## config.mk

```make
export PLATFORM = sky130hd
export DESIGN_NAME = stack_with_sort_and_reverse
export DESIGN_NICKNAME = d
export VERILOG_FILES = /design/src/hw/rtl/stksr_pkg.sv /design/src/hw/rtl/stksr_ram.sv /design/src/hw/rtl/stksr_minmax.sv /design/src/hw/rtl/stack_with_sort_and_reverse.sv
export SDC_FILE = /design/constraint.sdc
export NUM_CORES = 1
export LEC_CHECK = 0
export BUFFER_PORTS_ARGS = -buffer_cell sky130_fd_sc_hd__buf_2
export CORE_MARGIN = 4
export CORE_UTILIZATION = 31
export CTS_CLUSTER_DIAMETER = 50
export DETAILED_ROUTE_END_ITERATION = 8
export GPL_TIMING_DRIVEN = 0
export SLEW_MARGIN = 15
export SYNTH_ARGS = -nofsm -noshare
export SYNTH_HDL_FRONTEND = slang
export SYNTH_SLANG_ARGS = --single-unit
```

## constraint.sdc

```tcl
create_clock -name clock -period 5.5 [get_ports clock]
set_input_delay 0.55 -clock clock [delete_from_list [all_inputs] [get_ports clock]]
set_output_delay 0.55 -clock clock [all_outputs]
set_load 0.05 [all_outputs]
```

## src/hw/rtl/stksr_pkg.sv

```systemverilog
// ----------------------------------------------------------------------------
// stksr_pkg
// shared codes and types for the stack with sort and reverse
// ----------------------------------------------------------------------------
package stksr_pkg;

   localparam int OPCODE_W = 3;
   localparam int STATUS_W = 2;
   localparam int COUNT_W  = 5;
   localparam int CAP_W    = 5;
   localparam int IO_W     = 32;
   localparam int CSR_AW   = 3;
   localparam int CSR_DW   = 32;

   localparam logic [OPCODE_W-1:0] OP_PUSH    = 3'd0;
   localparam logic [OPCODE_W-1:0] OP_POP     = 3'd1;
   localparam logic [OPCODE_W-1:0] OP_PEEK    = 3'd2;
   localparam logic [OPCODE_W-1:0] OP_SORT    = 3'd3;
   localparam logic [OPCODE_W-1:0] OP_REVERSE = 3'd4;

   localparam logic [STATUS_W-1:0] ST_OK        = 2'd0;
   localparam logic [STATUS_W-1:0] ST_OVERFLOW  = 2'd1;
   localparam logic [STATUS_W-1:0] ST_UNDERFLOW = 2'd2;

   localparam logic CSR_IDX_CAPACITY = 1'b0;

   localparam logic [CAP_W-1:0] CAPACITY_RESET = 5'd16;

   localparam int UNDERFLOW_INT = -128;

   typedef struct packed {
      logic [IO_W-1:0]     value;
      logic [STATUS_W-1:0] status;
   } fin_type;

endpackage

```

## src/hw/rtl/stksr_ram.sv

```systemverilog
// ----------------------------------------------------------------------------
// stksr_ram
// entry store: one write port, one read port with registered read data
// ----------------------------------------------------------------------------
module stksr_ram #(
   parameter int DEPTH      = 16,
   parameter int DATA_WIDTH = 32
) (
   input  logic                     clock,
   input  logic                     wr_en,
   input  logic [$clog2(DEPTH)-1:0] wr_addr,
   input  logic [DATA_WIDTH-1:0]    wr_data,
   input  logic                     rd_en,
   input  logic [$clog2(DEPTH)-1:0] rd_addr,
   output logic [DATA_WIDTH-1:0]    rd_data
);

   logic [DATA_WIDTH-1:0] mem [DEPTH];
   logic [DATA_WIDTH-1:0] rd_data_ff;

   always_ff @(posedge clock) begin
      if (wr_en) begin
         mem[wr_addr] <= wr_data;
      end
      if (rd_en) begin
         rd_data_ff <= mem[rd_addr];
      end
   end

   assign rd_data = rd_data_ff;

endmodule

```

## src/hw/rtl/stksr_minmax.sv

```systemverilog
// ----------------------------------------------------------------------------
// stksr_minmax
// signed compare unit, splits two words into smaller and larger
// ----------------------------------------------------------------------------
module stksr_minmax #(
   parameter int DATA_WIDTH = 32
) (
   input  logic [DATA_WIDTH-1:0] held_word,
   input  logic [DATA_WIDTH-1:0] new_word,
   output logic [DATA_WIDTH-1:0] min_word,
   output logic [DATA_WIDTH-1:0] max_word
);

   logic new_less;

   assign new_less = $signed(new_word) < $signed(held_word);

   always_comb begin
      if (new_less) begin
         min_word = new_word;
         max_word = held_word;
      end else begin
         min_word = held_word;
         max_word = new_word;
      end
   end

endmodule

```

## src/hw/rtl/stack_with_sort_and_reverse.sv

```systemverilog
// ----------------------------------------------------------------------------
// stack_with_sort_and_reverse
// bounded lifo of signed words with in-place sort and reverse
//
//   channel  direction  handshake            payload
//   req      in         req_valid/req_ready  opcode, push_value
//   rsp      out        rsp_valid/rsp_ready  read_value, status, count, flags
//   csr      in/out     apb, pready high     capacity at byte address 0
//
// push and refused ops finish from idle; pop and peek add S_READ (registered store read)
// reverse swaps entry pairs from both ends inward via S_RB, S_RC, S_RD (one store write port)
// sort is a bubble pass loop over the single compare unit: passes with last
//   index k = n-1 down to 1, each pass through S_SLOAD, S_SCMP per pair, S_SEND
// reset clears count, control and capacity (16); the store is not cleared
// a finished item waits in a holding register while the output is occupied
// ----------------------------------------------------------------------------
module stack_with_sort_and_reverse
   import stksr_pkg::*;
#(
   parameter int DEPTH      = 16,
   parameter int DATA_WIDTH = 32
) (
   input  logic                       clock,
   input  logic                       reset,
   input  logic                       req_valid,
   output logic                       req_ready,
   input  logic [OPCODE_W-1:0]        req_opcode,
   input  logic signed [IO_W-1:0]     req_push_value,
   output logic                       rsp_valid,
   input  logic                       rsp_ready,
   output logic signed [IO_W-1:0]     rsp_read_value,
   output logic [STATUS_W-1:0]        rsp_status,
   output logic [COUNT_W-1:0]         rsp_entry_count,
   output logic                       rsp_is_empty,
   output logic                       rsp_is_full,
   input  logic                       csr_psel,
   input  logic                       csr_penable,
   input  logic                       csr_pwrite,
   input  logic [CSR_AW-1:0]          csr_paddr,
   input  logic [CSR_DW-1:0]          csr_pwdata,
   output logic [CSR_DW-1:0]          csr_prdata,
   output logic                       csr_pready
);

   localparam int MAXN = (DEPTH < 31) ? DEPTH : 31;
   localparam int CW   = $clog2(MAXN + 1);
   localparam int AW   = $clog2(DEPTH);
   localparam logic [DATA_WIDTH-1:0] UNDERFLOW_WORD = DATA_WIDTH'(UNDERFLOW_INT);

   localparam logic [3:0] S_IDLE  = 4'd0;
   localparam logic [3:0] S_READ  = 4'd1;
   localparam logic [3:0] S_SLOAD = 4'd2;
   localparam logic [3:0] S_SCMP  = 4'd3;
   localparam logic [3:0] S_SEND  = 4'd4;
   localparam logic [3:0] S_RB    = 4'd5;
   localparam logic [3:0] S_RC    = 4'd6;
   localparam logic [3:0] S_RD    = 4'd7;
   localparam logic [3:0] S_DONE  = 4'd8;

   logic [3:0]            state_ff, state_in;
   logic [CW-1:0]         held_count_ff, held_count_in;
   logic [CAP_W-1:0]      capacity_ff, capacity_in;
   logic [CW-1:0]         idx_ff, idx_in;
   logic [CW-1:0]         last_ff, last_in;
   logic [DATA_WIDTH-1:0] cur_ff, cur_in;
   fin_type               res_ff, res_in;

   logic                  rsp_valid_ff, rsp_valid_in;
   logic [IO_W-1:0]       rsp_value_ff, rsp_value_in;
   logic [STATUS_W-1:0]   rsp_status_ff, rsp_status_in;
   logic [COUNT_W-1:0]    rsp_count_ff, rsp_count_in;
   logic                  rsp_empty_ff, rsp_empty_in;
   logic                  rsp_full_ff, rsp_full_in;

   logic                  acc;
   logic                  out_free;
   logic                  csr_wr;
   logic [CW-1:0]         cap_eff;
   logic [CW-1:0]         held_inc, held_dec, idx_inc, idx_dec, last_dec;
   logic                  fin_valid;
   fin_type               fin;

   logic                  ram_we, ram_re;
   logic [AW-1:0]         ram_waddr, ram_raddr;
   logic [DATA_WIDTH-1:0] ram_wdata, ram_rdata;
   logic [DATA_WIDTH-1:0] mm_min, mm_max;

   stksr_ram #(
      .DEPTH      (DEPTH),
      .DATA_WIDTH (DATA_WIDTH)
   ) u_ram (
      .clock   (clock),
      .wr_en   (ram_we),
      .wr_addr (ram_waddr),
      .wr_data (ram_wdata),
      .rd_en   (ram_re),
      .rd_addr (ram_raddr),
      .rd_data (ram_rdata)
   );

   stksr_minmax #(
      .DATA_WIDTH (DATA_WIDTH)
   ) u_minmax (
      .held_word (cur_ff),
      .new_word  (ram_rdata),
      .min_word  (mm_min),
      .max_word  (mm_max)
   );

   assign req_ready = (state_ff == S_IDLE);
   assign acc       = req_valid && req_ready;
   assign out_free  = !rsp_valid_ff || rsp_ready;

   assign held_inc = held_count_ff + CW'(1);
   assign held_dec = held_count_ff - CW'(1);
   assign idx_inc  = idx_ff + CW'(1);
   assign idx_dec  = idx_ff - CW'(1);
   assign last_dec = last_ff - CW'(1);

   // effective capacity, clamped to 1..min(depth, 31)
   always_comb begin
      if (capacity_ff == '0) begin
         cap_eff = CW'(1);
      end else if (int'(capacity_ff) > MAXN) begin
         cap_eff = CW'(MAXN);
      end else begin
         cap_eff = CW'(capacity_ff);
      end
   end

   // csr port
   assign csr_pready = 1'b1;
   assign csr_wr     = csr_psel && csr_penable && csr_pwrite && csr_pready;

   always_comb begin
      capacity_in = capacity_ff;
      if (csr_wr && (csr_paddr[2] == CSR_IDX_CAPACITY)) begin
         capacity_in = csr_pwdata[CAP_W-1:0];
      end
   end

   assign csr_prdata = (csr_paddr[2] == CSR_IDX_CAPACITY) ? CSR_DW'(capacity_ff) : '0;

   // sequencer
   always_comb begin
      state_in      = state_ff;
      held_count_in = held_count_ff;
      idx_in        = idx_ff;
      last_in       = last_ff;
      cur_in        = cur_ff;
      res_in        = res_ff;
      fin_valid     = 1'b0;
      fin           = '0;
      ram_we        = 1'b0;
      ram_waddr     = '0;
      ram_wdata     = '0;
      ram_re        = 1'b0;
      ram_raddr     = '0;

      case (state_ff)
         S_IDLE: begin
            if (acc) begin
               case (req_opcode)
                  OP_PUSH: begin
                     fin_valid = 1'b1;
                     if (held_count_ff >= cap_eff) begin
                        fin.status = ST_OVERFLOW;
                     end else begin
                        ram_we        = 1'b1;
                        ram_waddr     = AW'(held_count_ff);
                        ram_wdata     = DATA_WIDTH'(req_push_value);
                        held_count_in = held_inc;
                     end
                  end
                  OP_POP, OP_PEEK: begin
                     if (held_count_ff == '0) begin
                        fin_valid  = 1'b1;
                        fin.value  = IO_W'(UNDERFLOW_WORD);
                        fin.status = ST_UNDERFLOW;
                     end else begin
                        ram_re    = 1'b1;
                        ram_raddr = AW'(held_dec);
                        if (req_opcode == OP_POP) begin
                           held_count_in = held_dec;
                        end
                        state_in = S_READ;
                     end
                  end
                  OP_SORT: begin
                     if (held_count_ff < CW'(2)) begin
                        fin_valid = 1'b1;
                     end else begin
                        last_in  = held_dec;
                        ram_re   = 1'b1;
                        state_in = S_SLOAD;
                     end
                  end
                  OP_REVERSE: begin
                     if (held_count_ff < CW'(2)) begin
                        fin_valid = 1'b1;
                     end else begin
                        idx_in   = '0;
                        last_in  = held_dec;
                        ram_re   = 1'b1;
                        state_in = S_RB;
                     end
                  end
                  default: begin
                     fin_valid = 1'b1;
                  end
               endcase
            end
         end
         S_READ: begin
            fin_valid = 1'b1;
            fin.value = IO_W'(ram_rdata);
         end
         S_SLOAD: begin
            cur_in    = ram_rdata;
            idx_in    = CW'(1);
            ram_re    = 1'b1;
            ram_raddr = AW'(1);
            state_in  = S_SCMP;
         end
         S_SCMP: begin
            ram_we    = 1'b1;
            ram_waddr = AW'(idx_dec);
            ram_wdata = mm_min;
            cur_in    = mm_max;
            if (idx_ff == last_ff) begin
               state_in = S_SEND;
            end else begin
               idx_in    = idx_inc;
               ram_re    = 1'b1;
               ram_raddr = AW'(idx_inc);
            end
         end
         S_SEND: begin
            ram_we    = 1'b1;
            ram_waddr = AW'(last_ff);
            ram_wdata = cur_ff;
            if (last_ff == CW'(1)) begin
               fin_valid = 1'b1;
            end else begin
               last_in  = last_dec;
               ram_re   = 1'b1;
               state_in = S_SLOAD;
            end
         end
         S_RB: begin
            cur_in    = ram_rdata;
            ram_re    = 1'b1;
            ram_raddr = AW'(last_ff);
            state_in  = S_RC;
         end
         S_RC: begin
            ram_we    = 1'b1;
            ram_waddr = AW'(idx_ff);
            ram_wdata = ram_rdata;
            state_in  = S_RD;
         end
         S_RD: begin
            ram_we    = 1'b1;
            ram_waddr = AW'(last_ff);
            ram_wdata = cur_ff;
            if (idx_inc < last_dec) begin
               idx_in    = idx_inc;
               last_in   = last_dec;
               ram_re    = 1'b1;
               ram_raddr = AW'(idx_inc);
               state_in  = S_RB;
            end else begin
               fin_valid = 1'b1;
            end
         end
         S_DONE: begin
            fin_valid = 1'b1;
            fin       = res_ff;
         end
         default: begin
            state_in = S_IDLE;
         end
      endcase

      if (fin_valid) begin
         if (out_free) begin
            state_in = S_IDLE;
         end else begin
            res_in   = fin;
            state_in = S_DONE;
         end
      end
   end

   // output register
   always_comb begin
      rsp_valid_in  = rsp_valid_ff && !rsp_ready;
      rsp_value_in  = rsp_value_ff;
      rsp_status_in = rsp_status_ff;
      rsp_count_in  = rsp_count_ff;
      rsp_empty_in  = rsp_empty_ff;
      rsp_full_in   = rsp_full_ff;
      if (fin_valid && out_free) begin
         rsp_valid_in  = 1'b1;
         rsp_value_in  = fin.value;
         rsp_status_in = fin.status;
         rsp_count_in  = COUNT_W'(held_count_in);
         rsp_empty_in  = (held_count_in == '0);
         rsp_full_in   = (held_count_in >= cap_eff);
      end
   end

   always_ff @(posedge clock) begin
      if (reset) begin
         state_ff      <= S_IDLE;
         held_count_ff <= '0;
         capacity_ff   <= CAPACITY_RESET;
         rsp_valid_ff  <= 1'b0;
      end else begin
         state_ff      <= state_in;
         held_count_ff <= held_count_in;
         capacity_ff   <= capacity_in;
         rsp_valid_ff  <= rsp_valid_in;
      end
   end

   always_ff @(posedge clock) begin
      idx_ff        <= idx_in;
      last_ff       <= last_in;
      cur_ff        <= cur_in;
      res_ff        <= res_in;
      rsp_value_ff  <= rsp_value_in;
      rsp_status_ff <= rsp_status_in;
      rsp_count_ff  <= rsp_count_in;
      rsp_empty_ff  <= rsp_empty_in;
      rsp_full_ff   <= rsp_full_in;
   end

   assign rsp_valid       = rsp_valid_ff;
   assign rsp_read_value  = rsp_value_ff;
   assign rsp_status      = rsp_status_ff;
   assign rsp_entry_count = rsp_count_ff;
   assign rsp_is_empty    = rsp_empty_ff;
   assign rsp_is_full     = rsp_full_ff;

`ifndef SYNTHESIS
   a_write_below_count: assert property (@(posedge clock) disable iff (reset)
      ram_we |-> (32'(ram_waddr) < 32'(held_count_in)))
      else $error("store write outside held entries");

   a_pop_drops_one: assert property (@(posedge clock) disable iff (reset)
      (acc && (req_opcode == OP_POP) && (held_count_ff != '0))
      |=> (held_count_ff == $past(held_dec)))
      else $error("pop did not drop the count by one");

   a_full_push_holds: assert property (@(posedge clock) disable iff (reset)
      (acc && (req_opcode == OP_PUSH) && (held_count_ff >= cap_eff))
      |=> $stable(held_count_ff))
      else $error("refused push changed the count");

   a_done_waits_output: assert property (@(posedge clock) disable iff (reset)
      (state_ff == S_DONE) |-> rsp_valid_ff)
      else $error("held result while output is free");
`endif

endmodule
```

==> flow_summary.toml <==
[status]
status = "complete, no violations"

[route]
vias = 19714
first_pass_iters = 5
drc = 0
drtIter0Drc = 2644
wirelength_um = 88500
wl_per_cell_um = 23.9
vias_per_cell = 5.32
drtAntennaViolNets = 0

[pwr]
internal_power_mw = 8.38
p_seq_share_pct = 52.4
p_clk_share_pct = 41.9
irDropWorstVdd_uv = 206
p_leak_nw = 12.1
p_switching_mw = 2.55
swShare_pct = 23.3
p_comb_share_pct = 5.7
power_density_nw_per_um2 = 319

[yosys]
synth-main-ff-cell = "edfxtp_1"
ys_async_sr_fraction_pct = 0
syn_area_per_cell_um2 = 13.4
synthCells = 2191
synthDistinctLibCells = 72
synth-seq-area-share_pct = 68.7
synth-seq-cells = 676
synth-warning-count = 0
netlist_area_um2 = 29300
synth_edf_count = 661

[critical_path]
cp_max_fo = 10
endpoint_kind = "register"
slowest_stage = "clkbuf_1"
r2r-start = "idx_ff[0]"
cpMostUsedCell = "a21o_1"
critPathMaxStageDelay_ps = 860
path_delay_family = "simple AND/OR/NAND/NOR gates"
crit_chain = "nand3_1, xnor2_1, ha_1, a21o_1, a21o_1, or2_2, o21ai_2, a21o_1, buf_2, and2_1, clkbuf_1, nand3_1, nand4_1"
start_kind = "register"
worstSetupPathType = "reg2reg"
cp.required_ps = 5910
arrival_ps = 5510
startpoint = "idx_ff[0]"
critPathBufInv = 2

[sta]
hold_violations = 0
fin_skew_ps = 37.6
setup_viol = 0
tns_ps = 0
max_freq_mhz = 196
setup_slack_ps = 398
worstMarginPinSlew_ps = 1190
slew_headroom_pct = 20.9
fin_crit_ps = 5100
whs_ps = 178
final_max_slew_viol_count = 0
grt_setup_unrepaired = "false"
fin_crit_sh_pct = 92.8

[grt]
track_usage_pct = 17.3
grt_pass1_vias = 18838
grt_overflow = 0
grt_start_max_net_pins = 33
antenna_found_initial = 0
grt_pass1_wl_um = 127000

[clock_tree]
cts.path.max_buffers = 3
cts_max_level = 3
cts_buffers = 71
cts_tree = "yes"
cts-root-buf = "clkbuf_16"
clk_latency_ps = 630
cts.clk_slew.worst_paths_ps = 60
cts_setup_buffers = 0
cts_resized = 0
clock_sinks = 676
ctsHoldBuffers = 0

[layout]
layout_common_cells = "661 x edfxtp_1, 398 x nand2_1, 203 x nand3_1"
drive_gt1_share_pct = 14.9
area_growth_pct = 16.9
final_util_pct = 36.6
final_common_cell = "edfxtp_1"
nets = 2535
fillers = 8988
n_antenna_cell = 0
fin_cells = 3707

[floorplan]
die_x_um = 316
core_um2 = 93600
initial_utilization_pct = 31.3
die_h_um = 316
io_pins = 153
num_rows = 112
dieArea_um2 = 99500

[placed_design]
io_buffers = 94
hpwl_um = 60700
dp.cells = 3586
pre_cts_ws_ps = 556
gp_congestion = 0.854

[min_path]
hold_path.class = "in2reg"
worstHoldStart = "csr_pwdata[0]"

[job]
cap_violations = 0
## area by class of cell
| type | instances | area [um2] | share of cell area, % |
|---|---|---|---|
| buffer | 172 | 961 | 2.80 |
| clock buffer | 80 | 1830 | 5.35 |
| clock inverter | 41 | 337 | 0.982 |
| inverter | 81 | 304 | 0.887 |
| multi-input combinational | 1288 | 8170 | 23.8 |
| sequential | 676 | 20100 | 58.8 |
| tap | 1254 | 1570 | 4.58 |
| timing repair buffer | 115 | 942 | 2.75 |
## Yosys cell counts (7+ instances only)
cell	n	share of area (%)
buf_2	42	0.72
a211oi_1	69	1.8
buf_6	11	0.42
o21ai_0	20	0.34
a21boi_0	59	1.5
a222oi_1	32	1.1
a221o_1	62	2.1
a21o_1	20	0.51
xor2_1	7	0.21
a311o_1	51	1.7
clkbuf_1	69	0.88
a2111o_1	15	0.58
mux2i_1	24	0.82
nand2b_1	13	0.28
nor2_1	50	0.64
ha_1	53	2.3
a21oi_1	23	0.39
nand2_1	398	5.1
xnor2_1	7	0.21
buf_4	48	1.2
nand4_1	38	0.81
nand3_1	203	3.5
nor2b_1	14	0.30
inv_1	79	1.0
dfxtp_1	15	1.0
a22o_1	7	0.21
nor3_1	12	0.20
and3_1	7	0.15
edfxtp_1	661	68
## registers in the layout, indices dropped and copies added (netlist names), 2 cells and up
signal           flops
held_count_ff        5
cur_ff              32
res_ff              34
idx_ff               5
state_ff             4
u_ram.mem          512
capacity_ff          5
last_ff              5
rsp_entry_count      5
rsp_status           2
u_ram.rd_data       32
rsp_read_value      32
## metal layers
layer	track usage [%]	up-vias	routed length [um]
met5	0	-	0
met4	6.44	0	3090
met3	3.36	155	7890
met2	28.7	1020	41800
met1	22.7	9766	35700
li1	-	8773	-
## power by group through the flow
stage / Combinational (mW) / Clock [mW] / Sequential, mW
after global routing: 0.660 / 4.84 / 5.73
after floorplan: 0.276 / 0 / 5.99
after global placement: 0.602 / 0 / 5.84
after detailed placement: 0.621 / 0 / 5.84
after CTS: 0.622 / 4.64 / 5.73
final: 0.621 / 4.58 / 5.73
## logic make-up after synthesis
group / synth area share [%]
adders and majority gates: 2.26
DFF: 68.7
AOI/OAI and AO/OA: 11.5
muxes: 0.820
other: 0.0256
and+or+nand+nor: 11.9
buffers and inverters: 4.32
xor gates and xnor gates: 0.418
## stage by stage
| stage | area, um2 | power [mW] |
|---|---|---|
| 6_report | 34300 | 10.9 |
| 5_1_grt | 34300 | 11.2 |
| 4_1_cts | 34300 | 11.0 |
| 3_5_place_dp | 32100 | 6.46 |
| 3_3_place_gp | 31500 | 6.44 |
| 2_1_floorplan | 29400 | 6.26 |
## worst min-delay path: cells and delay by family
family / cells / cell delay [ps]
buffers and inverters: 1 / 80
muxes: 1 / 50
and+or+nand+nor: 1 / 70
## worst paths after layout
kind,endpoint,slack [ps],cells past startpoint
max reg2reg,u_ram.rd_data[0],400,13
max,u_ram.rd_data[0],400,13
min,capacity_ff[0],180,3
min reg2reg,capacity_ff[0],530,2
(Power assumes the default switching activity.)
